==> config.mk <==
export PLATFORM = sky130hd
export DESIGN_NAME = dcbt_front
export DESIGN_NICKNAME = d
export VERILOG_FILES = /design/src/hdl/dcbt_pkg.sv /design/src/hdl/dcbt_front.sv
export SDC_FILE = /design/constraint.sdc
export NUM_CORES = 1
export LEC_CHECK = 0
export BUFFER_PORTS_ARGS = -buffer_cell sky130_fd_sc_hd__buf_2
export CAP_MARGIN = 5
export CORE_ASPECT_RATIO = 0.5
export CORE_MARGIN = 10
export CORE_UTILIZATION = 55
export CTS_CLUSTER_SIZE = 28
export DETAILED_ROUTE_END_ITERATION = 8
export GPL_TIMING_DRIVEN = 0
export PLACE_DENSITY_LB_ADDON = 0.08
export SETUP_SLACK_MARGIN = 0.2
export SYNTH_ARGS = -nofsm -noshare
export SYNTH_HDL_FRONTEND = slang
export SYNTH_SLANG_ARGS = --single-unit
==> constraint.sdc <==
create_clock -name clock -period 6.7 [get_ports clock]
set_clock_uncertainty 0.2 [all_clocks]
set_input_delay 1.005 -clock clock [delete_from_list [all_inputs] [get_ports clock]]
set_output_delay 1.005 -clock clock [all_outputs]
set_load 0.1 [all_outputs]
==> src/hdl/dcbt_pkg.sv <==
`default_nettype none

package dcbt_pkg;

   // Field widths of the request, response and register beats
   localparam int OPCODE_W    = 2;
   localparam int SECTOR_W    = 27;
   localparam int COUNT_W     = 17;
   localparam int DISK_W      = 28;
   localparam int SET_COUNT_W = 18;

   // Chunk geometry: chunk size is a power of two, so a sector maps to its chunk by a shift
   localparam int SECTORS_PER_CHUNK = 2048;
   localparam int SECTOR_SHIFT      = $clog2(SECTORS_PER_CHUNK);
   localparam int END_W             = SECTOR_W + 1;
   localparam int CHUNK_W           = END_W - SECTOR_SHIFT;

   // Bitmap word: a power of two wide, so chunk to word and bit is a split of the index
   localparam int WORD_BITS = 64;
   localparam int BIT_W     = $clog2(WORD_BITS);

   // Default store depth per map, in chunks
   localparam int unsigned CHUNKS_PER_MAP_DEF = 65536;

   // Command queue between front and back
   localparam int QUEUE_DEPTH = 2;
   localparam int QPTR_W      = (QUEUE_DEPTH > 1) ? $clog2(QUEUE_DEPTH) : 1;
   localparam int QFILL_W     = $clog2(QUEUE_DEPTH + 1);

   // Request opcodes
   localparam logic [OPCODE_W-1:0] OP_MARK  = 2'd0;
   localparam logic [OPCODE_W-1:0] OP_CLEAR = 2'd1;
   localparam logic [OPCODE_W-1:0] OP_QUERY = 2'd2;

   // What the back end does with a queued command
   typedef enum logic [1:0] {
      CMD_SET,
      CMD_CLR,
      CMD_QUERY,
      CMD_REPORT
   } cmd_kind_type;

   typedef struct packed {
      cmd_kind_type       kind;
      logic               sel;
      logic [CHUNK_W-1:0] chunk;
      logic [CHUNK_W-1:0] last;
      logic               err;
      logic               query_ok;
   } cmd_type;

   typedef struct packed {
      logic full;
      logic empty;
   } queue_status_type;

   typedef enum logic [1:0] {
      BE_CLEAR,
      BE_IDLE,
      BE_WORK
   } be_state_type;

endpackage

`default_nettype wire

==> src/hdl/dcbt_front.sv <==
`default_nettype none

module dcbt_front
   import dcbt_pkg::*;
#(
   parameter int unsigned CHUNKS_PER_MAP = CHUNKS_PER_MAP_DEF
) (
   input  wire logic                   clock,
   input  wire logic                   reset,
   input  wire logic                   csr_we,
   input  wire logic [DISK_W-1:0]      csr_wdata,
   input  wire logic                   req_valid,
   output logic                        req_ready,
   input  wire logic [OPCODE_W-1:0]    req_opcode,
   input  wire logic [SECTOR_W-1:0]    req_start_sector,
   input  wire logic [COUNT_W-1:0]     req_sector_count,
   input  wire logic                   req_map_select,
   input  wire queue_status_type       q_status,
   input  wire logic                   clearing,
   output logic                        push,
   output cmd_type                     push_cmd
);

   logic [DISK_W-1:0]  disk_ff;
   logic [DISK_W-1:0]  disk_in;
   logic [END_W-1:0]   end_sector;
   logic [CHUNK_W-1:0] first_chunk;
   logic [CHUNK_W-1:0] last_chunk;
   logic               past_store;
   logic               query_ok;

   // Disk size register
   always_comb begin
      disk_in = disk_ff;
      if (csr_we) begin
         disk_in = csr_wdata;
      end
   end

   always_ff @(posedge clock) begin
      if (reset) begin
         disk_ff <= '0;
      end else begin
         disk_ff <= disk_in;
      end
   end

   // Chunk span of the range and its bounds checks
   always_comb begin
      end_sector  = END_W'(req_start_sector) + END_W'(req_sector_count) - END_W'(1);
      first_chunk = CHUNK_W'(req_start_sector >> SECTOR_SHIFT);
      last_chunk  = end_sector[END_W-1:SECTOR_SHIFT];
      past_store  = 32'(last_chunk) >= CHUNKS_PER_MAP;
      query_ok    = (DISK_W'(req_start_sector) < disk_ff)
                    && (32'(first_chunk) < CHUNKS_PER_MAP);
   end

   // Classify the beat into a back-end command
   always_comb begin
      push_cmd.sel      = req_map_select;
      push_cmd.chunk    = first_chunk;
      push_cmd.last     = last_chunk;
      push_cmd.err      = 1'b0;
      push_cmd.query_ok = query_ok;
      push_cmd.kind     = CMD_REPORT;
      case (req_opcode)
         OP_MARK, OP_CLEAR: begin
            if (req_sector_count != '0) begin
               if (past_store) begin
                  push_cmd.err = 1'b1;
               end else begin
                  push_cmd.kind = (req_opcode == OP_MARK) ? CMD_SET : CMD_CLR;
               end
            end
         end
         OP_QUERY: begin
            push_cmd.kind = CMD_QUERY;
         end
         default: begin
            push_cmd.kind = CMD_REPORT;
         end
      endcase
   end

   // Take a beat whenever the queue has room and the store is not being swept
   assign req_ready = !q_status.full && !clearing;
   assign push      = req_valid && req_ready;

endmodule

`default_nettype wire

# ---- After elaboration in Yosys (flattened, before gate mapping)
# Index checks and enable logic that the tools add are counted.
# W data, S select, Z words.
dict set report word_totals {
  regBits 28
  input_bits 82
  output_inout_bits 41
  elab_cells 23
}
dict set report classes {
  add_sub_neg 2
  n_lt_le_gt_ge 3
  eq_ne 2
  mux 7
  reduce_logical 8
}
# cell count
set op_table {}
lappend op_table {{$add A27 B17 Y28} 1}
lappend op_table {{$lt A27 B28 Y1} 1}
lappend op_table {{$sub A28 B1 Y28 const B} 1}
lappend op_table {{$ge A17 B17 Y1 const B} 1}
lappend op_table {{$lt A16 B17 Y1 const B} 1}
lappend op_table {{$reduce_bool A17 Y1} 1}
lappend op_table {{$mux W1} 4}
lappend op_table {{$mux W2} 2}
lappend op_table {{$pmux W2 S2} 1}
lappend op_table {{$logic_and A1 B1 Y1} 3}
lappend op_table {{$eq A2 B1 Y1 const B} 1}
lappend op_table {{$eq A2 B2 Y1 const B} 1}
lappend op_table {{$logic_not A1 Y1} 2}
lappend op_table {{$logic_not A2 Y1} 1}
lappend op_table {{$reduce_or A2 Y1} 1}

# ---- Depth between registers and ports, before layout
dict set report depth {
  depth_word 6
  ltp_mapped 11
}

# ---- Worst setup path after synthesis
# No wires, ideal clock.
dict set report synth_path {
  path_kind {in2out}
  start {in req_start_sector[6]}
  end {out push_cmd[1] (netlist name)}
  t_arrival_ps 6403
  required_time_ps 5495
  path_slack_ps -908
  stages 11
  path_cell_list {inv_1 ha_1 inv_1 ha_1 a21oi_1 nand2_1 a221o_1 nand3_1 a31oi_4 xnor2_1 nor3b_1}
}
# element line_no
set synth_lines {}
lappend synth_lines {{start, declared} dcbt_front.sv:15} ;# input wire logic [SECTOR_W-1:0] req_start_sector,
lappend synth_lines {{end, declared} dcbt_front.sv:21} ;# output cmd_type push_cmd

==> impl_metrics.yaml <==
drt:
  wire_per_inst_um: 14.0
  vias_per_cell: 5.06
  ant_nets: 0
  drtIter0Drc: 140
  drcViolationCount: 0
  vias: 3430
  wl_um: 9460
  drtPass1Iterations: 4
timing:
  timing.final.crit_share_pct: 74.2
  drv_slew: 0
  tns_ns: 0
  hold_viol: 0
  rsz0062_at_grt: "no"
  final.min_clock_period_ns: 4.97
  max_freq_mhz: 201
  maxSlewHeadroom_pct: 22.6
  setup_viol: 0
  worst_pin_slew_ns: 1.15
  whs_ns: 0.293
synthesis:
  synth-main-ff-cell: "dfxtp_1"
  ys_types: 45
  ys_seq_area_share_pct: 16.1
  synth_compound_area_share_pct: 16.0
  synth_top_area_share_pct: 24.0
  avgSynthCellArea_um2: 7.44
  synth_area_leader_cell: "ha_1"
  netlist_area_um2: 3490
  synth_nets: 618
  synthMuxAreaShare_pct: 8.03
  synth_top_family_by_area: "adder cells"
  synth_cells: 469
  synth_simple_gate_area_share_pct: 15.4
  yosys.area_share.adder_pct: 24.0
  synth_xor_xnor_area_share_pct: 4.01
  synth_edf_count: 0
  async_flop_share_pct: 0
  yosysWarnings: 0
  synth-seq-cells: 28
  synthTopCellsByArea: "ha_1 24%, dfxtp_1 16%, inv_1 11%"
clock_network:
  insertion_delay_ns: 0.26
  ctsHoldBuffers: 0
  root_buffer: "clkbuf_16"
  clkSinkCount: 28
  cts_tree: "yes"
  cts-htree-levels: 1
  cts-resized-gates: 0
  clk_transition_reported_paths_ns: 0.07
  numCtsBuffers: 3
  cts_setup_buffers: 0
  cts.path.max_buffers: 2
place:
  dpl.cell_count: 674
  place_congestion: 0.865
  hpwl_um: 8190
  io_buffers: 117
  placed_cell_area_um2: 4200
setup_path:
  critPathRequiredTime_ns: 5.49
  crit_arrival_ns: 3.76
  endpoint_kind: "output port"
  path_class: "in2out"
  startpoint_type: "primary input"
  crit_fanout: 3
die:
  dieArea_um2: 10100
  initial_core_util_pct: 57.2
  die_w_um: 133
  num_rows: 20
  die_h_um: 76.3
  coreArea_um2: 6110
  ios: 123
power_and_ir_drop:
  switching_share_pct: 53.7
  pwr-share-clk_pct: 18.2
  switchingPower_mw: 0.521
  combinationalPowerShare_pct: 63.1
  p_leak_nw: 2.40
  total_power_mw: 0.971
  p_int_mw: 0.449
  ir_drop_mv: 0.168
  p_seq_share_pct: 18.7
  pwr_density_cell_nw_per_um2: 226
layout:
  regMostFlops: "disk_ff"
  final_cells: 678
  synthToLayoutAreaGrowth_pct: 23.3
  largest_register_ffs: 28
  multiInputGateArea_um2: 2370
  num-nets-final: 740
  reg.largest.list: "disk_ff (28)"
  n_antenna_cell: 0
  layout-drive-gt1-share_pct: 25.6
  register_area_um2: 561
  fin_area_um2: 4300
  fill_cells: 572
global_route:
  grt_max_degree: 17
  grt_pass1_vias: 3393
  grt_usage_pct: 18.0
  grt-ovfl-total: 0
  grt_antenna_before_repair: 1
  grt_pass1_wl_um: 15700
status:
  status: "finished clean"
hold_path:
  worstHoldPathType: "reg2reg"
run:
  maxCapViolations: 0
## layout make-up
type,instances,share of cell area (%)
multi-input combinational,310,55.1
timing repair buffer,117,13.6
sequential,28,13.0
inverter,102,8.90
buffer,29,4.39
tap,88,2.56
clock buffer,3,1.74
clock inverter,1,0.698
## cells in the mapped netlist (all sizes together) (7+ instances only)
cell type  count
inv          102
a21o          15
buf           23
ha            67
a21oi         23
nand2         22
mux2i         28
o21ai         16
nor2          48
nand4          7
xnor2         12
dfxtp         28
nand3          8
## cells in the final DEF, fill, tap and decap left out, types with 2 or more instances in the layout
cell type | netlist | layout
dfxtp_1 | 28 | 28
o21bai_1 | 3 | 3
o21ai_1 | 2 | 2
a21oi_1 | 23 | 23
a31oi_1 | 3 | 3
clkbuf_1 | 5 | 5
xnor2_1 | 12 | 11
o21a_1 | 2 | 2
mux2i_1 | 28 | 28
o21ai_0 | 13 | 13
a311oi_1 | 2 | 2
and2_1 | 3 | 3
clkbuf_16 | 0 | 3
nor2b_1 | 6 | 6
buf_2 | 3 | 120
ha_1 | 67 | 67
nor2_1 | 48 | 48
a221oi_1 | 2 | 2
nand2_1 | 22 | 22
a21o_1 | 14 | 14
xor2_1 | 4 | 4
nand3_1 | 7 | 7
a211oi_1 | 6 | 6
nor3_1 | 5 | 5
inv_1 | 102 | 102
buf_4 | 20 | 20
nand2b_1 | 4 | 4
nand4_1 | 7 | 7
nor4_1 | 6 | 6
o211ai_1 | 4 | 4
and3_1 | 3 | 3
## stage by stage
stage | util [%] | setup slack (ns)
finish | 70.5 | 1.73
floorplan | - | 0.668
global route | 70.5 | 1.53
detailed placement | 68.8 | 1.72
CTS | 70.5 | 1.74
global placement | 68.8 | 1.76
## path summary, 6_finish.rpt
check                      start      endpoint  slack (ns)  depth (start not counted)
max          req_start_sector[3]  push_cmd[16]        1.73                         13
min                   disk_ff[7]    disk_ff[7]        0.29                          2
max reg2reg          disk_ff[17]   disk_ff[17]        5.80                          2
min reg2reg           disk_ff[7]    disk_ff[7]        0.29                          2
## power by group through the flow
stage | Clock (mW) | Sequential (mW) | Combinational (mW)
6_report | 0.177 | 0.181 | 0.613
5_1_grt | 0.188 | 0.183 | 0.657
4_1_cts | 0.179 | 0.182 | 0.614
3_5_place_dp | 0 | 0.185 | 0.611
3_3_place_gp | 0 | 0.185 | 0.606
2_1_floorplan | 0 | 0.184 | 0.499
## per-layer routing
layer | routed length [µm] | vias up | track usage, %
met3 | 613 | 6 | 5.26
met1 | 4500 | 1550 | 22.9
met2 | 4270 | 89 | 30.4
met5 | 0 | - | 0
li1 | - | 1785 | -
met4 | 70 | 0 | 1.86
## worst max-delay path: stages
cell and delay, ns:
buf_2 0.10, inv_1 0.04, ha_1 0.27, inv_1 0.04, ha_1 0.28, o21ai_0 0.25, nor2_1 0.09, a221o_1 0.36
and2_1 0.20, a31oi_1 0.32, o211ai_1 0.16, xor2_1 0.18, buf_2 0.46
## cell families after synthesis
| logic type | Yosys count |
|---|---|
| AO/OA/AOI/OAI | 83 |
| XOR/XNOR | 16 |
| buffers and inverters | 131 |
| multiplexers | 28 |
| AND/OR/NAND/NOR | 115 |
| flip-flops | 28 |
| adder cells (fa/ha/maj) | 67 |
| other | 1 |
No activity file was read; power rests on OpenSTA's default activity.
