--- config.mk ---
export PLATFORM = sky130hd
export DESIGN_NAME = dcbt_queue
export DESIGN_NICKNAME = d
export VERILOG_FILES = /design/src/hdl/dcbt_pkg.sv /design/src/hdl/dcbt_queue.sv
export SDC_FILE = /design/constraint.sdc
export NUM_CORES = 1
export LEC_CHECK = 0
export BUFFER_PORTS_ARGS = -buffer_cell sky130_fd_sc_hd__buf_2
export CORE_UTILIZATION = 35
export CTS_CLUSTER_DIAMETER = 40
export DETAILED_ROUTE_END_ITERATION = 6
export PLACE_DENSITY_LB_ADDON = 0.05
export REMOVE_ABC_BUFFERS = 1
export SYNTH_ARGS = -nofsm -noshare
export SYNTH_HDL_FRONTEND = slang
export SYNTH_SLANG_ARGS = --single-unit
--- constraint.sdc ---
create_clock -name clock -period 2.75 [get_ports clock]
set_input_delay 0.1375 -clock clock [delete_from_list [all_inputs] [get_ports clock]]
set_output_delay 0.1375 -clock clock [all_outputs]
set_load 0.02 [all_outputs]
--- src/hdl/dcbt_pkg.sv ---
`default_nettype none

package dcbt_pkg;

   // Field widths of the request, response and register beats
   localparam int OPCODE_W    = 2;
   localparam int SECTOR_W    = 27;
   localparam int COUNT_W     = 17;
   localparam int DISK_W      = 28;
   localparam int SET_COUNT_W = 18;

   // Chunk geometry: chunk size is a power of two, so a sector maps to its chunk by a shift
   localparam int SECTORS_PER_CHUNK = 2048;
   localparam int SECTOR_SHIFT      = $clog2(SECTORS_PER_CHUNK);
   localparam int END_W             = SECTOR_W + 1;
   localparam int CHUNK_W           = END_W - SECTOR_SHIFT;

   // Bitmap word: a power of two wide, so chunk to word and bit is a split of the index
   localparam int WORD_BITS = 64;
   localparam int BIT_W     = $clog2(WORD_BITS);

   // Default store depth per map, in chunks
   localparam int unsigned CHUNKS_PER_MAP_DEF = 65536;

   // Command queue between front and back
   localparam int QUEUE_DEPTH = 2;
   localparam int QPTR_W      = (QUEUE_DEPTH > 1) ? $clog2(QUEUE_DEPTH) : 1;
   localparam int QFILL_W     = $clog2(QUEUE_DEPTH + 1);

   // Request opcodes
   localparam logic [OPCODE_W-1:0] OP_MARK  = 2'd0;
   localparam logic [OPCODE_W-1:0] OP_CLEAR = 2'd1;
   localparam logic [OPCODE_W-1:0] OP_QUERY = 2'd2;

   // What the back end does with a queued command
   typedef enum logic [1:0] {
      CMD_SET,
      CMD_CLR,
      CMD_QUERY,
      CMD_REPORT
   } cmd_kind_type;

   typedef struct packed {
      cmd_kind_type       kind;
      logic               sel;
      logic [CHUNK_W-1:0] chunk;
      logic [CHUNK_W-1:0] last;
      logic               err;
      logic               query_ok;
   } cmd_type;

   typedef struct packed {
      logic full;
      logic empty;
   } queue_status_type;

   typedef enum logic [1:0] {
      BE_CLEAR,
      BE_IDLE,
      BE_WORK
   } be_state_type;

endpackage

`default_nettype wire

--- src/hdl/dcbt_queue.sv ---
`default_nettype none

module dcbt_queue
   import dcbt_pkg::*;
(
   input  wire logic       clock,
   input  wire logic       reset,
   input  wire logic       push,
   input  wire cmd_type    push_cmd,
   input  wire logic       pop,
   output cmd_type         head,
   output queue_status_type status
);

   cmd_type              slot_ff [QUEUE_DEPTH];
   logic [QPTR_W-1:0]    wr_ptr_ff;
   logic [QPTR_W-1:0]    wr_ptr_in;
   logic [QPTR_W-1:0]    rd_ptr_ff;
   logic [QPTR_W-1:0]    rd_ptr_in;
   logic [QFILL_W-1:0]   fill_ff;
   logic [QFILL_W-1:0]   fill_in;

   function automatic logic [QPTR_W-1:0] next_ptr(input logic [QPTR_W-1:0] ptr);
      if (ptr == QPTR_W'(QUEUE_DEPTH - 1)) begin
         return '0;
      end
      return ptr + QPTR_W'(1);
   endfunction

   // Advance pointers and fill level
   always_comb begin
      wr_ptr_in = push ? next_ptr(wr_ptr_ff) : wr_ptr_ff;
      rd_ptr_in = pop  ? next_ptr(rd_ptr_ff) : rd_ptr_ff;
      fill_in   = fill_ff;
      if (push && !pop) begin
         fill_in = fill_ff + QFILL_W'(1);
      end else if (pop && !push) begin
         fill_in = fill_ff - QFILL_W'(1);
      end
   end

   always_ff @(posedge clock) begin
      if (reset) begin
         wr_ptr_ff <= '0;
         rd_ptr_ff <= '0;
         fill_ff   <= '0;
      end else begin
         wr_ptr_ff <= wr_ptr_in;
         rd_ptr_ff <= rd_ptr_in;
         fill_ff   <= fill_in;
      end
   end

   // Store the pushed command
   always_ff @(posedge clock) begin
      if (push) begin
         slot_ff[wr_ptr_ff] <= push_cmd;
      end
   end

   assign head         = slot_ff[rd_ptr_ff];
   assign status.full  = (fill_ff == QFILL_W'(QUEUE_DEPTH));
   assign status.empty = (fill_ff == '0);

endmodule

`default_nettype wire

After elaboration in Yosys (flattened, before gate mapping):

Memory sizes are Yosys's and may differ from the RTL's. A register that Yosys moved wholly into a read port is not among the register bits.
Cells that the tools add are included.

* eq/ne operators: 1
* reductions and logical operators: 6
* add/sub/neg operators: 4
* multiplexer cells: 12

Operator list (number)
* 1-bit two-way mux: 10
* 2-bit two-way mux: 2
* 1-bit adder, second input constant: 2
* 2-bit by 1-bit adder with 2-bit output, second input constant: 1
* 2-bit == test, second input constant: 1
* 1-bit logical AND: 2
* 1-bit zero test: 2
* 2-bit zero test: 1
* 2-bit nonzero test: 1
* 2-bit by 1-bit subtractor with 2-bit output, second input constant: 1

* memories: 1
* output and inout port bits: 41
* memory bits (writable): 78
* word-level logic and storage cells: 27
* flip-flop bits (word level): 4
* bits of input ports: 43

Memories
* slot_ff: words 2, bits a word 39, read ports 1, clocked after Yosys merged registers in 1, write ports 1, line dcbt_queue.sv:15 `cmd_type slot_ff [QUEUE_DEPTH];`

Logic depth before layout (Yosys ltp):

Gate-level depths: netlist of the first run.

* depth in word-level cells: 4
* mapped depth: 5
* depth with buffers taken out: 5

Least setup slack after synthesis of the first run:

OpenSTA, ideal clock, no wires.

* path kind: reg-to-reg
* start: register wr_ptr_ff
* end: memory slot_ff[0][0] (netlist name) (enable)
* stages on the path, launching flop included: 2
* required time: 2310 ps
* period minus slack after synthesis: 2515 ps
* setup time: 440 ps
* path slack: 235 ps
* arrival: 2075 ps
* buffers on the path: 0
* path through: dfxtp_1 > nor2b_1

RTL lines
* start, declared: line dcbt_queue.sv:16 `logic [QPTR_W-1:0] wr_ptr_ff;`
* start signal, assigned: line dcbt_queue.sv:48 `wr_ptr_ff <= wr_ptr_in;`
* end, declared: line dcbt_queue.sv:15

No word-level cell before the write port.

==> metrics, run 1 <==
Synth-to-Final Area Change=38.6%; Detailed Route WL=5370 um; critical path class=reg2out; YS warnings=0; Final period util=0.729; final core utilization=0.504; setup repair bufs after CTS=0; Levels on crit path=3; Yosys reg bits=83; first-pass GRT wire length=8090 um; RePlAce Congestion=0.648; setup_tns=0 ns; maximum operating frequency=499 MHz; initial drt markers=42; count of final hold-check violations=0; clock slew at reported path FFs=0.07 ns; R2R Path Start=wr_ptr_ff; Max Slew Vio Count=0; synthesized area per cell=21.1 sq um; top cells by area, synth=edfxtp_1 (78%), mux2_2 (15%), dfxtp_1 (3.3%); number of global-route vias before repair=1,769; CTS tree=done; initial antenna violation count=0; outcome=finished clean; Max Clock Skew=0.0113 ns; crit path cell chain=buf_4 -> mux2_2 -> buf_2; Initial Util=0.364; worst r2r path cells=2; fillers=712; top cell family by delay on the critical path=flip-flops; vias=1,689; Die X=94.9 um; clk sinks=83; CP startpoint kind=flip-flop; Port Buffers=83; min Tclk post-route=2.01 ns; commonest cells after routing, fill and taps aside=buf_2 (83), edfxtp_1 (78), dlygate4sd3_1 (40); die height=94.9 um; slowest CP cell=dfxtp_2; post-synth top area cell=edfxtp_1; CTS root buf=clkbuf_8; Synth cell types=17; clk_lat worst skew=0.34 ns; HPWL Detailed=3460 um; Arrival @ worst endpoint=1.87 ns; Post-Synthesis Cell Area=3020 sq um; max_cap viols=0; Max-slew headroom=0.357; num ports=84; reg-to-reg slack, setup=1.10 ns; fin nets=320; layout cells sized above 1=0.505; routed length per instance=13.9 um; CP max FO=21; most common cell after layout, fill and taps aside=buf_2; Static Leak=1.60 nW; DR pass1 iterations=3; cts bufs inserted=9; gr usage total=0.124; Worst Path Required=2.61 ns; RSZ-0062 raised after global routing=false; worst vdd ir=0.306 mV; Die ar.=9000 sq um; H-Tree Depth=3; worst-case clock buffer depth=2; register area share after synthesis=0.809; worst-margin pin slew=0.965 ns; Antenna diodes=0; Cell Pwr Density=674 nW/um^2; hold crit path type=in2reg; Crit path buffers/inverters=2; Routed Antenna Nets=0; Synth top area share=0.776; # setup viols final=0; Site Rows=33; drt drc=0; r2r endpoint=slot_ff[0][28]; nature of the critical path endpoint=primary output; largest net degree at the start of global routing=40; Overflow after GRT=0; Syn Inst Count=143; DR vias/cell=4.38; slowest stage delay, CP=0.61 ns; CP endpoint=head[21]; core area=8300 sq um
[registers in the layout (all words and copies together), names as in the netlist, named ones only]
name,count
fill_ff,2
rd_ptr_ff,1
slot_ff,78
wr_ptr_ff,1
[logic make-up (layout without fill, tap and decap cells)]
group,count (synthesis),in the layout,share of synthesized area
flip-flops,83,83,0.809
multiplexers,39,39,0.146
AND/OR/NAND/NOR,9,9,0.0153
buffers and inverters,5,143,0.0108
XOR/XNOR,4,4,0.0116
AO/OA/AOI/OAI,2,2,0.00331
adder cells (fa/ha/maj),1,1,0.00415
[cell usage after synthesis]
library cell	n
xnor2_1	2
or3_1	1
buf_2	2
nor2_1	5
buf_4	1
and2b_2	1
buf_6	1
mux2_2	39
a21oi_1	1
and2_1	1
edfxtp_1	78
inv_1	1
dfxtp_1	5
nor2b_1	1
o21ai_0	1
xor2_1	2
ha_1	1
[tightest hold or removal path: cells and delay by family]
family / cells / cell delay (ns)
xor gates and xnor gates: 1 / 0.07
buffers and inverters: 1 / 0.10
and+or+nand+nor: 1 / 0.07
[timing repair]
item | 4_1_cts | 5_1_grt
hold buffers | 40 | 0
gates resized for setup | 0 | 0
hold endpoints to repair | 79 | 0
setup endpoints to repair | 0 | 0
[area by class of cell]
cell class	count	area, sq um	area share
inverter	1	3.75	0.000897
tap	105	131	0.0314
sequential	83	2440	0.584
clock buffer	13	149	0.0356
timing repair buffer	126	838	0.200
clock inverter	3	65.1	0.0156
multi-input combinational	55	552	0.132
[report_power, final]
part | internal (mW) | total (mW) | switching [mW]
combinational | 0.184 | 0.395 | 0.211
clock | 0.536 | 0.920 | 0.383
sequential | 1.47 | 1.50 | 0.0318
total | 2.19 | 2.82 | 0.626
[through the flow]
stage	setup slack (ns)	cell area [sq um]	total power [mW]	hold WS, ns	std cells
5_1_grt	0.619	4180	2.92	0.0692	386
4_1_cts	0.676	4180	2.86	0.0659	386
2_1_floorplan	0.235	2990	1.74	0.207	139
3_3_place_gp	1.10	3570	1.88	0.325	330
6_report	0.744	4180	2.82	0.0839	386
3_5_place_dp	1.06	3570	1.89	0.330	330
[metal layers]
metal	wire length (um)	track usage	up-vias	share of wire
met5	0	0	-	0
met3	307	0.0314	10	0.057
li1	-	-	819	-
met2	2660	0.213	56	0.50
met4	98	0.0606	0	0.018
met1	2300	0.144	804	0.43
[worst min path at each step]
stage | start | endpoint | slack [ns] | cells past startpoint
finish | pop | rd_ptr_ff | 0.08 | 3
detailed placement | push_cmd[17] | slot_ff[1][17] | 0.33 | 1
floorplan | reset | fill_ff[1] | 0.21 | 1
global placement | push_cmd[5] | slot_ff[0][5] | 0.32 | 1
CTS | pop | rd_ptr_ff | 0.07 | 3
global route | pop | rd_ptr_ff | 0.07 | 3
No activity file was read; power rests on OpenSTA's default activity.
==> inputs of run 2 (changes only) <==
--- a/config.mk
+++ b/config.mk
@@ -5,6 +5,7 @@
 export SDC_FILE = /design/constraint.sdc
 export NUM_CORES = 1
 export LEC_CHECK = 0
+export ABC_AREA = 1
 export BUFFER_PORTS_ARGS = -buffer_cell sky130_fd_sc_hd__buf_2
 export CORE_UTILIZATION = 35
 export CTS_CLUSTER_DIAMETER = 40
==> constraint.sdc (replaced) <==
create_clock -name clock -period 1.74 [get_ports clock]
set_input_delay 0.087 -clock clock [delete_from_list [all_inputs] [get_ports clock]]
set_output_delay 0.087 -clock clock [all_outputs]
set_load 0.02 [all_outputs]
==> metrics, run 2 <==
synth cell count leaders=edfxtp_1 (78), mux2_2 (29), mux2_4 (10) (was edfxtp_1 (78), mux2_2 (39), dfxtp_1 (5), nor2_1 (5)); Worst Path Required=1.65 ns (was 2.61 ns); count of final hold-check violations=0 (unchanged); nature of the critical path endpoint=primary output (unchanged); R2R Path Start=wr_ptr_ff (unchanged); slowest CP cell=mux2_2 (was dfxtp_2); Crit path buffers/inverters=2 (unchanged); RePlAce Congestion=0.633 (was 0.648); post_cts resized=0 (unchanged); max_cap viols=0 (unchanged); post-synthesis async set-or-reset flop share=0 (unchanged); number of global-route vias before repair=1,767 (was 1,769); fin nets=334 (was 320); Routed Antenna Nets=0 (unchanged); outcome=finished clean (unchanged); Hold Crit Start=pop (unchanged); CTS tree=done (unchanged); cts bufs inserted=9 (unchanged); setup_tns=0 ns (unchanged); Max-slew headroom=0.768 (was 0.357); layout cells sized above 1=0.495 (was 0.505); critical path class=reg2out (unchanged); Antenna diodes=0 (unchanged); most common cell after layout, fill and taps aside=buf_2 (unchanged); DR vias/cell=4.40 (was 4.38); core area=8380 sq um (was 8300 sq um); first-pass GRT wire length=8090 um (unchanged); gr usage total=0.123 (was 0.124); DR pass1 iterations=4 (was 3); Port Buffers=83 (unchanged); placed cells=344 (was 330); die height=95.9 um (was 94.9 um); most frequent cell after synthesis=edfxtp_1 (unchanged); HPWL Detailed=3340 um (was 3460 um); Max Slew Vio Count=0 (unchanged); clk_lat worst skew=0.35 ns (was 0.34 ns); worst vdd ir=0.612 mV (was 0.306 mV); Largest regs=slot_ff: 78 flops, fill_ff: 2 flops (unchanged); initial drt markers=49 (was 42); CTS root buf=clkbuf_8 (unchanged); crit path cell chain=buf_4 -> mux2_2 -> buf_2 (unchanged); Yosys reg bits=83 (unchanged); Post-synth EDFFs=78 (unchanged); synthesized area per cell=20.0 sq um (was 21.1 sq um); Post-CTS Hold Buffers=40 (unchanged); slowest stage delay, CP=0.39 ns (was 0.61 ns); Synth top area share=0.759 (was 0.776); hold crit path type=in2reg (unchanged); worst-margin pin slew=0.348 ns (was 0.965 ns); Cell Pwr Density=1040 nW/um^2 (was 674 nW/um^2); top cells by area, synth=edfxtp_1 (76%), mux2_2 (11%), mux2_4 (4.9%) (was edfxtp_1 (78%), mux2_2 (15%), dfxtp_1 (3.3%)); Arrival @ worst endpoint=1.55 ns (was 1.87 ns); min Tclk post-route=1.63 ns; Overflow after GRT=0 (unchanged); max reg flops=78 (unchanged); clk sinks=83 (unchanged); Site Rows=33 (unchanged); vias=1,761 (was 1,689); clock slew at reported path FFs=0.07 ns (about the same); Max Clock Skew=0.00588 ns (was 0.0113 ns); H-Tree Depth=3 (unchanged); Post-Synthesis Cell Area=3090 sq um (was 3020 sq um); post-synth top area cell=edfxtp_1 (unchanged); reg-to-reg slack, setup=0.57 ns (was 1.10 ns); Detailed Route WL=5250 um (was 5370 um); YS warnings=0 (unchanged); Synth cell types=17 (unchanged); # setup viols final=0 (unchanged); RSZ-0062 raised after global routing=false (unchanged); routed length per instance=13.1 um (was 13.9 um); num ports=84 (unchanged); worst r2r path cells=3 (was 2); Top reg by flops=slot_ff (unchanged); Synth Flop Type=edfxtp_1 (unchanged); final core utilization=0.509 (was 0.504); Initial Util=0.368 (was 0.364); register area share after synthesis=0.791 (was 0.809); Final Instance Area=4260 sq um (was 4180 sq um); Syn Inst Count=154 (was 143); Static Leak=1.67 nW (was 1.60 nW); Synth-to-Final Area Change=38.1% (was 38.6%); drt drc=0 (unchanged); setup repair bufs after CTS=0 (unchanged); Placed Area=3650 sq um (was 3570 sq um); Final period util=0.938; top cell family by delay on the critical path=buffers and inverters (was flip-flops); CP max FO=22 (was 21); r2r endpoint=slot_ff[1][32] (was slot_ff[0][28]); Hold Path Depth=3 (unchanged); commonest cells after routing, fill and taps aside=buf_2 (83), edfxtp_1 (78), dlygate4sd3_1 (40) (unchanged); Die X=95.9 um (was 94.9 um); largest net degree at the start of global routing=24 (was 40); initial antenna violation count=0 (unchanged); Non-Filler Instances=400 (was 386); Power, Total=4.42 mW (was 2.82 mW); Die ar.=9200 sq um (was 9000 sq um); maximum operating frequency=613 MHz; CP startpoint kind=flip-flop (unchanged); worst-case clock buffer depth=2 (unchanged)
run 2: metrics by stage:
step	setup slack [ns]	hold WS [ns]
final	0.108	0.0341
after global routing	0.0257	0.0420
after detailed placement	0.449	0.279
after global placement	0.461	0.275
after floorplan	-0.661	0.159
after CTS	0.0520	0.0102
run 2: area by class of cell:
type                            count  area, sq um
Fill cell                         732         4120
Sequential cell                    83         2440
Timing Repair Buffer              129          861
Multi-Input combinational cell     58          577
Tap cell                          105          131
Clock buffer                        9          124
Clock inverter                      7         92.6
Inverter                            9         33.8
run 2: worst max path at each step:
stage	start	endpoint	slack, ns	cells past startpoint
floorplan	wr_ptr_ff	slot_ff[0][0]	-0.66	1
global placement	flip-flop	head[27]	0.46	3
detailed placement	flip-flop	head[27]	0.45	3
CTS	flip-flop	head[27]	0.05	3
global route	flip-flop	head[31]	0.03	3
finish	flip-flop	head[31]	0.11	3
run 2: routing by layer:
metal / wire length (um) / GRT usage / vias to the layer above
met5: 0 / 0 / -
met4: 122 / 0.0821 / 0
met3: 291 / 0.0316 / 10
met2: 2600 / 0.205 / 50
met1: 2240 / 0.140 / 849
li1: - / - / 852
run 2: where the power goes:
part	switching (mW)	leakage, nW	internal [mW]	total (mW)
combinational	0.328	0.795	0.294	0.622
clock	0.662	0.103	0.802	1.46
sequential	0.0280	0.774	2.30	2.33
total	1.02	1.67	3.40	4.42
run 2: cells by family after synthesis:
kind of cell | share of synthesized area
adders and majority gates | 0.00405
buffers and inverters | 0.0243
AOI/OAI and AO/OA | 0.00324
and+or+nand+nor | 0.0199
muxes | 0.154
DFF | 0.791
xor gates and xnor gates | 0.00284
run 2: worst register-to-register path, cell delays in order, from the launching register on:
cell and delay [ns]:
dfxtp_1 0.40, nand2_1 0.09, inv_2 0.06, buf_4 0.30
